$ cat src/rtl/spc_pkg.sv
// Types and constants of the space packet receive checker.
// No dependencies; used by spc_route and space_packet_receive_checker.
package spc_pkg;

    localparam int CLS_W     = 3;   // class index width, covers up to eight classes
    localparam int APID_W    = 11;
    localparam int SEQ_W     = 14;
    localparam int POS_W     = 17;
    localparam int CFG_IDX_W = 3;
    localparam int CFG_DATA_W = 11;
    localparam int MASK_W    = 6;

    localparam logic [POS_W-1:0] POS_MAX       = '1;
    localparam logic [POS_W-1:0] HDR_BYTES     = 17'd6;
    localparam logic [POS_W-1:0] TRAILER_BYTES = 17'd4;

    localparam logic [31:0] CRC_POLY = 32'hEDB8_8320;

    // register indexes on the configuration port
    localparam logic [CFG_IDX_W-1:0] NUM_APID_REGS     = 3'd6;
    localparam logic [CFG_IDX_W-1:0] REG_CONSUMER_MASK = 3'd6;

    // result kinds
    localparam logic KIND_BYTE   = 1'b0;
    localparam logic KIND_STATUS = 1'b1;

    // status codes
    localparam logic [2:0] ST_DELIVERED   = 3'd0;
    localparam logic [2:0] ST_TOO_SHORT   = 3'd1;
    localparam logic [2:0] ST_LEN_ERR     = 3'd2;
    localparam logic [2:0] ST_CRC_ERR     = 3'd3;
    localparam logic [2:0] ST_UNROUTABLE  = 3'd4;
    localparam logic [2:0] ST_NO_CONSUMER = 3'd5;

    // identifier reset values; classes past the sixth are fixed at all ones
    localparam logic [APID_W-1:0] APID_RESET [8] = '{
        11'h001, 11'h010, 11'h011, 11'h020, 11'h030, 11'h040, 11'h7FF, 11'h7FF
    };

    typedef struct packed {
        logic [7:0] rx_byte;
        logic       end_of_packet;
    } item_t;

    typedef struct packed {
        logic              kind;
        logic [7:0]        payload_byte;
        logic [CLS_W-1:0]  class_index;
        logic [2:0]        status;
        logic [APID_W-1:0] packet_apid;
        logic [SEQ_W-1:0]  packet_seq;
        logic [1:0]        seq_flags_out;
        logic [2:0]        version_out;
        logic              packet_type;
        logic              secondary_present;
        logic              sequence_gap;
        logic [SEQ_W-1:0]  expected_seq;
    } result_t;

    // identifier lookup outcome
    typedef struct packed {
        logic             found;
        logic [CLS_W-1:0] idx;
        logic             consumer;
    } route_t;

endpackage

$ cat src/rtl/spc_route.sv
// Class identifier and consumer mask registers with the identifier lookup.
// Depends on spc_pkg.
module spc_route #(
    parameter int NUM_CLASSES = 6
) (
    input  logic                                clk,
    input  logic                                rst_n,
    input  logic                                cfg_wen,
    input  logic [spc_pkg::CFG_IDX_W-1:0]       cfg_index,
    input  logic [spc_pkg::CFG_DATA_W-1:0]      cfg_wdata,
    input  logic [spc_pkg::APID_W-1:0]          apid,
    output spc_pkg::route_t                     route
);

    logic [spc_pkg::APID_W-1:0] apid_reg [NUM_CLASSES];
    logic [spc_pkg::MASK_W-1:0] mask_reg;
    logic [7:0]                 mask_ext;

    for (genvar gi = 0; gi < NUM_CLASSES; gi++) begin : g_apid
        always_ff @(posedge clk or negedge rst_n)
        begin
            if (!rst_n)
            begin
                apid_reg[gi] <= spc_pkg::APID_RESET[gi];
            end
            else if (cfg_wen && (gi < 6) && (cfg_index < spc_pkg::NUM_APID_REGS)
                     && (cfg_index == spc_pkg::CFG_IDX_W'(gi)))
            begin
                apid_reg[gi] <= cfg_wdata[spc_pkg::APID_W-1:0];
            end
        end
    end

    always_ff @(posedge clk or negedge rst_n)
    begin
        if (!rst_n)
        begin
            mask_reg <= '0;
        end
        else if (cfg_wen && cfg_index == spc_pkg::REG_CONSUMER_MASK)
        begin
            mask_reg <= cfg_wdata[spc_pkg::MASK_W-1:0];
        end
    end

    assign mask_ext = {2'b00, mask_reg};

    // scan from the top so the lowest matching class wins
    always_comb
    begin
        route = '0;
        for (int i = NUM_CLASSES - 1; i >= 0; i--)
        begin
            if (apid_reg[i] == apid)
            begin
                route.found    = 1'b1;
                route.idx      = spc_pkg::CLS_W'(i);
                route.consumer = mask_ext[i];
            end
        end
    end

endmodule
$ cat config.mk
export PLATFORM = sky130hd
export DESIGN_NAME = spc_route
export DESIGN_NICKNAME = d
export VERILOG_FILES = /design/src/rtl/spc_pkg.sv /design/src/rtl/spc_route.sv
export SDC_FILE = /design/constraint.sdc
export NUM_CORES = 1
export LEC_CHECK = 0
export ABC_AREA = 1
export BUFFER_PORTS_ARGS = -buffer_cell sky130_fd_sc_hd__buf_2
export CAP_MARGIN = 20
export CORE_ASPECT_RATIO = 1.1
export CORE_MARGIN = 2
export CORE_UTILIZATION = 42
export CTS_BUF_LIST = sky130_fd_sc_hd__clkbuf_16
export CTS_CLUSTER_SIZE = 24
export DETAILED_ROUTE_END_ITERATION = 16
export SLEW_MARGIN = 20
export SYNTH_ARGS = -nofsm -noshare
export SYNTH_HDL_FRONTEND = slang
export SYNTH_SLANG_ARGS = --single-unit
$ cat constraint.sdc
create_clock -name clk -period 1.35 [get_ports clk]
set_input_delay 0.2025 -clock clk [delete_from_list [all_inputs] [get_ports clk]]
set_output_delay 0.2025 -clock clk [all_outputs]
set_load 0.01 [all_outputs]
; ---- Word-level counts from Yosys, hierarchy flattened
; Cells that the tools add are included.
[totals]
regBits = 72
inputBits = 28
output_inout_bits = 5
word_cells = 35
[op_classes]
magnitude_cmp = 1
eq_ne = 12
n_mux = 6
reduce_logical = 9
[ops]
columns = operator, n
row1 = == test 11 bit, 6
row2 = 2-to-1 mux 5 bit, 6
row3 = "== test 3 bit, second input constant", 3
row4 = logical AND 1 bit, 8
row5 = "== test 3 x 2 -> 1 bit, second input constant", 2
row6 = "== test 3 x 1 -> 1 bit, second input constant", 1
row7 = zero test 3 bit, 1
row8 = "less-than comparator 3 bit, second input constant", 1

; ---- Logic depth before layout (Yosys ltp)
; Gate-level depths: netlist (run 1).
[logic_depth]
ltp_word = 7
mapped_depth = 14
ltp_nobuf = 13

; ---- Worst setup path after synthesis (run 1)
; Ideal clock, no wire load.
[synth_timing]
kind = reg-to-output
from = register apid_reg[16] in the netlist's numbering
to = output route[3] in the netlist's numbering
arrival_time_ns = 1.316
slack_ns = -0.168
stages_incl_launch_ff = 9
path_cell_list = dfstp_2 -> nand2_1 -> nand2_1 -> nand2_1 -> nor2_1 -> nand3_2 -> o21ai_0 -> inv_1 -> nor3_1
[synth_lines]
columns = item, line
row1 = from (decl), spc_route.sv:15  ; logic [spc_pkg::APID_W-1:0] apid_reg [NUM_CLASSES];
row2 = "from (signal, indexed assignment)", spc_route.sv:24  ; apid_reg[gi] <= spc_pkg::APID_RESET[gi];
row3 = "from (signal, indexed assignment)", spc_route.sv:29  ; apid_reg[gi] <= cfg_wdata[spc_pkg::APID_W-1:0];
row4 = to (decl), spc_route.sv:12  ; output spc_pkg::route_t route

==> results.cfg, run 1 <==
[run_status]
status = finished, violations left
violations = setup timing

[sta]
finalSetupViolations = 5
clock_skew_ns = 0
slew_viol_final = 0
max_freq_ghz = 0.493
setup_tns_ns = -3.21
layout_setup_ws_ns = -0.680
finalCritPeriodShare_pct = 150
post-route-min-period_ns = 2.03
slew_headroom_pct = 74.5
worstMarginPinSlew_ns = 0.383
rsz0062_at_grt = true
hold_viol_final = 0

[placed_design]
detailed_place.area_mm2 = 0.00408
hpwl_um = 5740
io_buffers = 32
gp_congestion = 0.777

[cells_and_area]
nets = 520
antenna_cells = 0
utilization_pct = 51.0
layout_commonest_cell = nand2_1
fillers = 854
fin_area_mm2 = 0.00448
final_cell_mix = 138 x nand2_1, 72 x o21ai_0, 64 x dfrtp_1
largest_reg_flops = 66
area_growth_pct = 18.9
drive_above_1_share_pct = 21.7

[die]
die_w_um = 94.3
die_y_um = 103
initial_core_util_pct = 42.9
rows = 36
core_area_mm2 = 0.00878
pin_count = 33
dieArea_mm2 = 0.00974

[cts]
h-tree-depth = 3
clock_sink_count = 72
cts_buffer_depth = 2
cts_buffers = 9
cts-root-buf = clkbuf_16
clk_latency_ns = 0.33
cts_tree = yes
clk_transition_reported_paths_ns = 0.05

[setup_path]
critPathMaxFanout = 2
slowest_delay_ns = 0.53
cp.arrival_ns = 1.83
slowest_stage = dfstp_2
crit_chain = buf_4 > inv_1 > nand2_1 > nand2_2 > nand2_2 > nor2_4 > nand2_2 > nor2_4 > nand3_2 > nand2_2 > nand2_1 > nand2_1 > nand2_1 > nand2_2 > buf_6
critical_path_class = reg2out
worst_ep_required_time_ns = 1.15
cp_common_cell = nand2_2
path_buf_inv = 3
cp-start-kind = flip-flop
critPathTopFamily = simple AND/OR/NAND/NOR gates
cp-end-kind = output port

[synthesis]
syn_area_mm2 = 0.00376
syn_avg_cell_area_um2 = 8.33
syn_inst = 452
synth_compound_area_share_pct = 10.1
synth_top_family_by_area = simple AND/OR/NAND/NOR gates
synth-simple-area-share_pct = 20.7
synth_fp_nets = 480
yosys_register_bits = 72
yosysWarnings = 0
muxShareOfSynthArea_pct = 0
seq_area_frac_synth_pct = 48.1
yosysUniqueCellTypes = 21
synth_fa_ha_area_share_pct = 0
synth_xor_xnor_area_share_pct = 12.3

[global_routing]
grt_overflow_total = 0
grt_pass1_vias = 2699
antenna_found_initial = 0
grt_pass1_wl_um = 13600
grt_start_max_net_pins = 73
grt_usage_pct = 18.6

[detailed_routing]
route.detailed.drc = 0
wl_per_cell_um = 13.5
num_vias = 2889
dr.pass1.iters = 4
drt_iter0_drc = 137
viasPerCell = 4.73
detail-route-antenna-nets = 0
wirelength_um = 8250

[pwr]
total_power_mw = 6.35
irDropWorstVdd_mv = 0.625
powerDensity_mw_per_mm2 = 1420
p_leak_nw = 2.21

[job]
drv_cap = 0

[worst_hold_path]
hp-class = in2reg
-- timing repair --
item | in CTS | in global routing
hold endpoints to repair | 64 | 0
pin swaps | 6 | 8
hold buffers | 1 | 0
endpoints found under the setup margin | 5 | 5
buffers inserted | 1 | 0
gates resized for setup | 14 | 14
-- where the power goes --
part / leakage (nW) / switching (mW) / internal [mW] / total (mW)
combinational: 1.17 / 0.690 / 0.540 / 1.23
sequential: 0.889 / 0.272 / 2.60 / 2.87
clock: 0.149 / 0.849 / 1.40 / 2.25
total: 2.21 / 1.81 / 4.54 / 6.35
-- per-layer routing --
layer | global-route usage, % | up-vias | wire, um
met3 | 2.90 | 14 | 298
met1 | 24.3 | 1331 | 3800
li1 | - | 1491 | -
met4 | 8.14 | 0 | 184
met2 | 30.8 | 53 | 3970
met5 | 0 | - | 0
-- logic make-up after synthesis --
family,Yosys count
AND/OR/NAND/NOR,187
XOR/XNOR,53
AO/OA/AOI/OAI,75
buffers and inverters,65
flip-flops,72
-- worst paths after layout --
check	from	end	slack, ns	depth (start not counted)
setup / recovery	apid_reg[6]	route[0]	-0.68	15
hold / removal	cfg_wdata[10]	apid_reg[32]	0.23	3
setup reg to reg	apid_reg[6]	apid_reg[6]	0.53	3
hold reg to reg	mask_reg[0]	mask_reg[0]	0.48	2
max in group asynchronous	rst_n	apid_reg[27]	0.57	3
min in group asynchronous	rst_n	apid_reg[0]	0.44	3
-- synthesized netlist by cell type, drive strengths merged --
cell	instances	area (um2)
inv	41	154
dfstp	8	210
a21boi	1	11.3
nor3	9	65.1
xor2	26	228
dfrtp	64	1600
nor2	17	68.8
buf	11	124
nand2	147	552
nand4	5	43.8
xnor2	27	236
nand3	8	45.0
o21ai	74	370
clkbuf	13	48.8
or2	1	6.26
-- cell type report --
class	instances	area (um2)	share of cell area [%]
Clock buffer	9	225	5.03
Clock inverter	7	56.3	1.26
Inverter	41	154	3.44
Multi-Input combinational cell	315	1730	38.7
Sequential cell	72	1810	40.5
Tap cell	114	143	3.19
Timing Repair Buffer	53	355	7.94
-- worst min-delay path, stage by stage --
cell and delay (ns):
buf_2 0.07, inv_1 0.08, o21ai_0 0.16
-- through the flow --
| stage | cells | setup slack, ns | hold slack [ns] |
|---|---|---|---|
| after global routing | 611 | -0.806 | 0.260 |
| after global placement | 593 | -0.439 | 0.265 |
| after floorplan | 452 | -0.104 | -0.0931 |
| final | 611 | -0.680 | 0.227 |
| after detailed placement | 593 | -0.481 | 0.266 |
| after CTS | 611 | -0.723 | 0.226 |
(Power assumes the default switching activity.)
==> inputs of run 2 (changes only) <==
--- a/config.mk
+++ b/config.mk
@@ -14,6 +14,7 @@
 export CTS_BUF_LIST = sky130_fd_sc_hd__clkbuf_16
 export CTS_CLUSTER_SIZE = 24
 export DETAILED_ROUTE_END_ITERATION = 16
+export RECOVER_POWER = 100
 export SLEW_MARGIN = 20
 export SYNTH_ARGS = -nofsm -noshare
 export SYNTH_HDL_FRONTEND = slang
==> run 2 against run 1 <==
Net effect:
- the run still ends with setup timing left
- count of clock-buffer cells in the layout unchanged
- non-clock buffer count unchanged
- clock skew unchanged
- combinational power about the same
- routed wire length about the same
- maximum frequency down 0.17%
- final area down 0.87%
- power down 0.23%
- worst hold slack better by 0.00056 ns
- flip-flop and latch count unchanged
==> results.cfg, run 2 (synthesized netlist as in run 1, its figures left out) <==
[run_status]
status = finished, violations left
violations = setup timing

[cells_and_area]
fin_cells = 611
layout_commonest_cell = nand2_1
largest_reg_flops = 66
ff_latch_area_mm2 = 0.00181
multi_input_comb_area_mm2 = 0.00173
antenna_cells = 0
final_cell_mix = 138 x nand2_1, 72 x o21ai_0, 64 x dfrtp_1
nets = 520
fillers = 858
drive_above_1_share_pct = 20.5
area_growth_pct = 17.9

[pwr]
internal_power_mw = 4.53
clockPowerShare_pct = 35.4
p_sw_mw = 1.81
sw_frac_of_total_pct = 28.5
p_comb_share_pct = 19.2
p_leak_nw = 2.19
irDropWorstVdd_mv = 0.626
power_frac_seq_pct = 45.4
powerDensity_mw_per_mm2 = 1430

[cts]
clock_sink_count = 72
cts_buffer_depth = 2
cts_buffers = 9
h-tree-depth = 3
cts-root-buf = clkbuf_16
clk_latency_ns = 0.33
cts_tree = yes
clk_transition_reported_paths_ns = 0.06

[detailed_routing]
drt_iter0_drc = 141
num_vias = 2877
wl_per_cell_um = 13.5
route.detailed.drc = 0
detail-route-antenna-nets = 0
wirelength_um = 8250
dr.pass1.iters = 4
viasPerCell = 4.71

[die]
die_w_um = 94.3
core_area_mm2 = 0.00878
die_y_um = 103
initial_core_util_pct = 42.9
dieArea_mm2 = 0.00974
rows = 36
pin_count = 33

[global_routing]
grt_overflow_total = 0
grt_start_max_net_pins = 73
grt_usage_pct = 18.6
antenna_found_initial = 0
grt_pass1_wl_um = 13600
grt_pass1_vias = 2699

[sta]
slew_headroom_pct = 50.9
finalSetupViolations = 5
post-route-min-period_ns = 2.03
rsz0062_at_grt = true
clock_skew_ns = 0
finalCritPeriodShare_pct = 151
slew_viol_final = 0
hold_viol_final = 0
max_freq_ghz = 0.492
setup_tns_ns = -3.21
holdWs_ns = 0.227
worstMarginPinSlew_ns = 0.737
layout_setup_ws_ns = -0.684

[placed_design]
io_buffers = 32
gp_congestion = 0.777
place_ws_ns = -0.481
dp.cells = 593
hpwl_um = 5740

[job]
drv_cap = 0

[setup_path]
critPathTopFamily = simple AND/OR/NAND/NOR gates
cp.arrival_ns = 1.83
slowest_stage = dfstp_2
rr_worst_depth = 3
critical_path_class = reg2out
critPathMaxFanout = 3
worst-path-stages = 11
slowest_delay_ns = 0.53
cp-end-kind = output port
crit_chain = nand2_1 > nand2_1 > nand2_2 > nor2_4 > nand4_1 > nand2_2 > nand2_1 > nand2_1 > nand2_1 > nand2_2 > buf_6
path_buf_inv = 1
cp-start-kind = flip-flop
worst_ep_required_time_ns = 1.15
cp_common_cell = nand2_1

[worst_hold_path]
hp-class = in2reg
hold_depth = 3
## run 2: what timing repair did
item,4_1_cts,5_1_grt
setup endpoints to repair,5,5
buffers inserted,1,0
gates resized for setup,14,14
hold buffers,1,0
endpoints found under the hold margin,64,0
pin swaps,6,8
## run 2: worst min-delay path, cell delays in order
cell and delay (ns):
buf_2 0.08, inv_1 0.08, o21ai_0 0.16
## run 2: worst paths after layout
check / from / to / slack [ns]
min: cfg_wdata[7] / apid_reg[29] / 0.23
min reg2reg: mask_reg[0] / mask_reg[0] / 0.48
max in group asynchronous: rst_n / apid_reg[60] / 0.38
min in group asynchronous: rst_n / apid_reg[0] / 0.52
max reg2reg: apid_reg[6] / apid_reg[6] / 0.50
max: apid_reg[16] / route[0] / -0.68
## run 2: layer usage
| layer | share of wire (%) | global-route usage (%) | wire (um) | vias to the layer above |
|---|---|---|---|---|
| met4 | 2.2 | 8.14 | 184 | 0 |
| met2 | 48 | 30.8 | 3960 | 54 |
| met3 | 3.6 | 2.90 | 294 | 14 |
| met1 | 46 | 24.3 | 3810 | 1319 |
| met5 | 0 | 0 | 0 | - |
| li1 | - | - | - | 1490 |
## run 2: layout make-up
cell class | instances | area share, %
Sequential cell | 72 | 40.8
Clock buffer | 9 | 5.07
Inverter | 41 | 3.47
Timing Repair Buffer | 53 | 7.13
Tap cell | 114 | 3.21
Clock inverter | 7 | 1.27
Multi-Input combinational cell | 315 | 39.0
## run 2: stage by stage
| stage | instance area [um2] | util, % | power, mW |
|---|---|---|---|
| global route | 4440 | 50.5 | 6.72 |
| floorplan | 3780 | - | 3.73 |
| CTS | 4420 | 50.3 | 6.37 |
| detailed placement | 4080 | 46.4 | 4.07 |
| finish | 4440 | 50.5 | 6.33 |
| global placement | 4080 | 46.4 | 4.03 |
## run 2: power by group through the flow
stage,logic (mW),clock network [mW],registers [mW]
5_1_grt,1.42,2.37,2.93
4_1_cts,1.20,2.29,2.87
3_5_place_dp,1.16,0,2.91
3_3_place_gp,1.13,0,2.89
6_report,1.22,2.24,2.87
2_1_floorplan,0.874,0,2.85
==> inputs of run 3 (changes only) <==
--- a/config.mk
+++ b/config.mk
@@ -10,10 +10,11 @@
 export CAP_MARGIN = 20
 export CORE_ASPECT_RATIO = 1.1
 export CORE_MARGIN = 2
-export CORE_UTILIZATION = 42
+export CORE_UTILIZATION = 59
 export CTS_BUF_LIST = sky130_fd_sc_hd__clkbuf_16
 export CTS_CLUSTER_SIZE = 24
 export DETAILED_ROUTE_END_ITERATION = 16
+export PLACE_DENSITY = 0.79
 export RECOVER_POWER = 100
 export SLEW_MARGIN = 20
 export SYNTH_ARGS = -nofsm -noshare
==> constraint.sdc (replaced) <==
create_clock -name clk -period 2.2 [get_ports clk]
set_input_delay 0.33 -clock clk [delete_from_list [all_inputs] [get_ports clk]]
set_output_delay 0.33 -clock clk [all_outputs]
set_load 0.01 [all_outputs]
==> run 3 against run 2 <==
Net effect:
- the flow still finishes with violations (setup timing)
- non-clock buffer count decreased by 17
- power decreased by 40%
- sequential share of layout area increased by 2.1 points
- combinational power decreased by 40%
- count of clock-buffer cells in the layout unchanged
- global-route usage increased by 7.7 points
- final area decreased by 4.9%
- routed wire length increased by 1.4%
- worst setup slack improved by 0.65 ns
- clock power decreased by 41%
- critical path type unchanged
==> results.cfg, run 3 (synthesized netlist as in run 1, its figures left out) <==
[cts]
clock_sink_count = 72
cts_buffer_depth = 2
clk_latency_ns = 0.33
cts-root-buf = clkbuf_16
h-tree-depth = 3
clk_transition_reported_paths_ns = 0.06
cts_buffers = 9
ctsHoldBuffers = 0
cts_tree = yes

[die]
pin_count = 33
core_area_mm2 = 0.00616
die_y_um = 87.8
die_w_um = 80.2
initial_core_util_pct = 61.2
rows = 30
dieArea_mm2 = 0.00704

[detailed_routing]
drt_iter0_drc = 296
dr.pass1.iters = 5
route.detailed.drc = 0
detail-route-antenna-nets = 0
viasPerCell = 5.32
wirelength_um = 8360
wl_per_cell_um = 14.9
num_vias = 2977

[pwr]
p_comb_share_pct = 19.0
irDropWorstVdd_mv = 0.624
internal_power_mw = 2.66
clockPowerShare_pct = 34.7
sw_frac_of_total_pct = 30.7
power_frac_seq_pct = 46.3
p_leak_nw = 2.09
powerDensity_mw_per_mm2 = 908
p_sw_mw = 1.18

[cells_and_area]
ff_latch_area_mm2 = 0.00181
fin_area_mm2 = 0.00422
area_growth_pct = 12.1
layout_commonest_cell = nand2_1
multi_input_comb_area_mm2 = 0.00170
drive_above_1_share_pct = 16.5
nets = 503
largest_reg_flops = 66
antenna_cells = 0
final_cell_mix = 142 x nand2_1, 72 x o21ai_0, 64 x dfrtp_1
utilization_pct = 68.6
fillers = 511

[sta]
rsz0062_at_grt = true
finalSetupViolations = 2
max_freq_ghz = 0.448
hold_viol_final = 0
post-route-min-period_ns = 2.23
layout_setup_ws_ns = -0.0312
worstMarginPinSlew_ns = 1.31
slew_headroom_pct = 13.0
slew_viol_final = 0
clock_skew_ns = 0
finalCritPeriodShare_pct = 101

[job]
drv_cap = 0

[global_routing]
grt_usage_pct = 26.3
grt_pass1_vias = 2901
grt_start_max_net_pins = 49
antenna_found_initial = 0
grt_pass1_wl_um = 13900
grt_overflow_total = 0

[placed_design]
io_buffers = 32
detailed_place.area_mm2 = 0.00389
place_ws_ns = 0.264
gp_congestion = 0.895
hpwl_um = 5550

[setup_path]
cp-start-kind = flip-flop
critical_path_class = reg2out
cp-end-kind = output port
cp.arrival_ns = 1.90
worst_ep_required_time_ns = 1.87
critPathMaxFanout = 3

[run_status]
status = finished, violations left
violations = setup timing

[worst_hold_path]
hp-class = in2async
## run 3: cell types whose count changed in the layout (fill, tap and decap cells not counted), sizes merged, moves of 2 or more
cell      change
buf          -12
clkbuf        -4
clkinvlp      +4
inv           -2
## run 3: worst max-delay path, cell delays in order (launching register included)
cell and delay (ns):
dfstp_2 0.55, nand2_2 0.06, nand2_2 0.08, nand2_2 0.07
nor2_4 0.14, nand2_2 0.07, nor2_2 0.10, nand2_1 0.07
nand2_1 0.06, nand2_1 0.08, a21boi_2 0.16, buf_2 0.14
## run 3: final timing paths
check	cells after the start	start	endpoint	slack, ns
hold / removal	1	rst_n	apid_reg[1]	0.27
hold reg to reg	2	mask_reg[5]	mask_reg[5]	0.49
setup / recovery	11	apid_reg[6]	route[1]	-0.03
setup reg to reg	2	apid_reg[6]	apid_reg[6]	1.39
max in group asynchronous	2	rst_n	apid_reg[46]	0.51
min in group clk	3	cfg_wdata[9]	apid_reg[42]	0.33
## run 3: metal layers
layer,track usage (%),up-vias,part of all wire [%]
met1,34.7,1414,44
li1,-,1449,-
met2,42.3,96,48
met4,12.9,0,2.5
met5,0,-,0
met3,4.23,18,5.1
## run 3: repair_timing
action | in CTS | in global routing
buffers inserted | 1 | 0
gates resized for setup | 4 | 16
pin swaps | 1 | 6
setup endpoints to repair | 3 | 5
## run 3: area by class of cell
type                    instances  share of cell area [%]
inverters                      41                    3.65
well taps                      80                    2.37
clock buffers                   9                    5.34
repair buffers                 36                    4.21
clock inverters                 7                    1.16
multi-input cells             315                    40.3
flip-flops and latches         72                    42.9
## run 3: power by group through the flow
stage / combinational (mW) / sequential (mW) / clock (mW)
finish: 0.727 / 1.77 / 1.33
CTS: 0.696 / 1.77 / 1.34
global route: 0.838 / 1.80 / 1.39
global placement: 0.659 / 1.78 / 0
floorplan: 0.536 / 1.75 / 0
detailed placement: 0.684 / 1.79 / 0
## run 3: per-stage QoR
step / hold slack, ns / cells / total power, mW / TNS (ns)
after floorplan: 0.0344 / 452 / 2.29 / 0
after detailed placement: 0.355 / 543 / 2.47 / 0
after global placement: 0.357 / 543 / 2.44 / 0
after CTS: 0.00834 / 560 / 3.81 / -0.0648
final: 0.271 / 560 / 3.83 / -0.0467
after global routing: 0.368 / 560 / 4.03 / -0.513
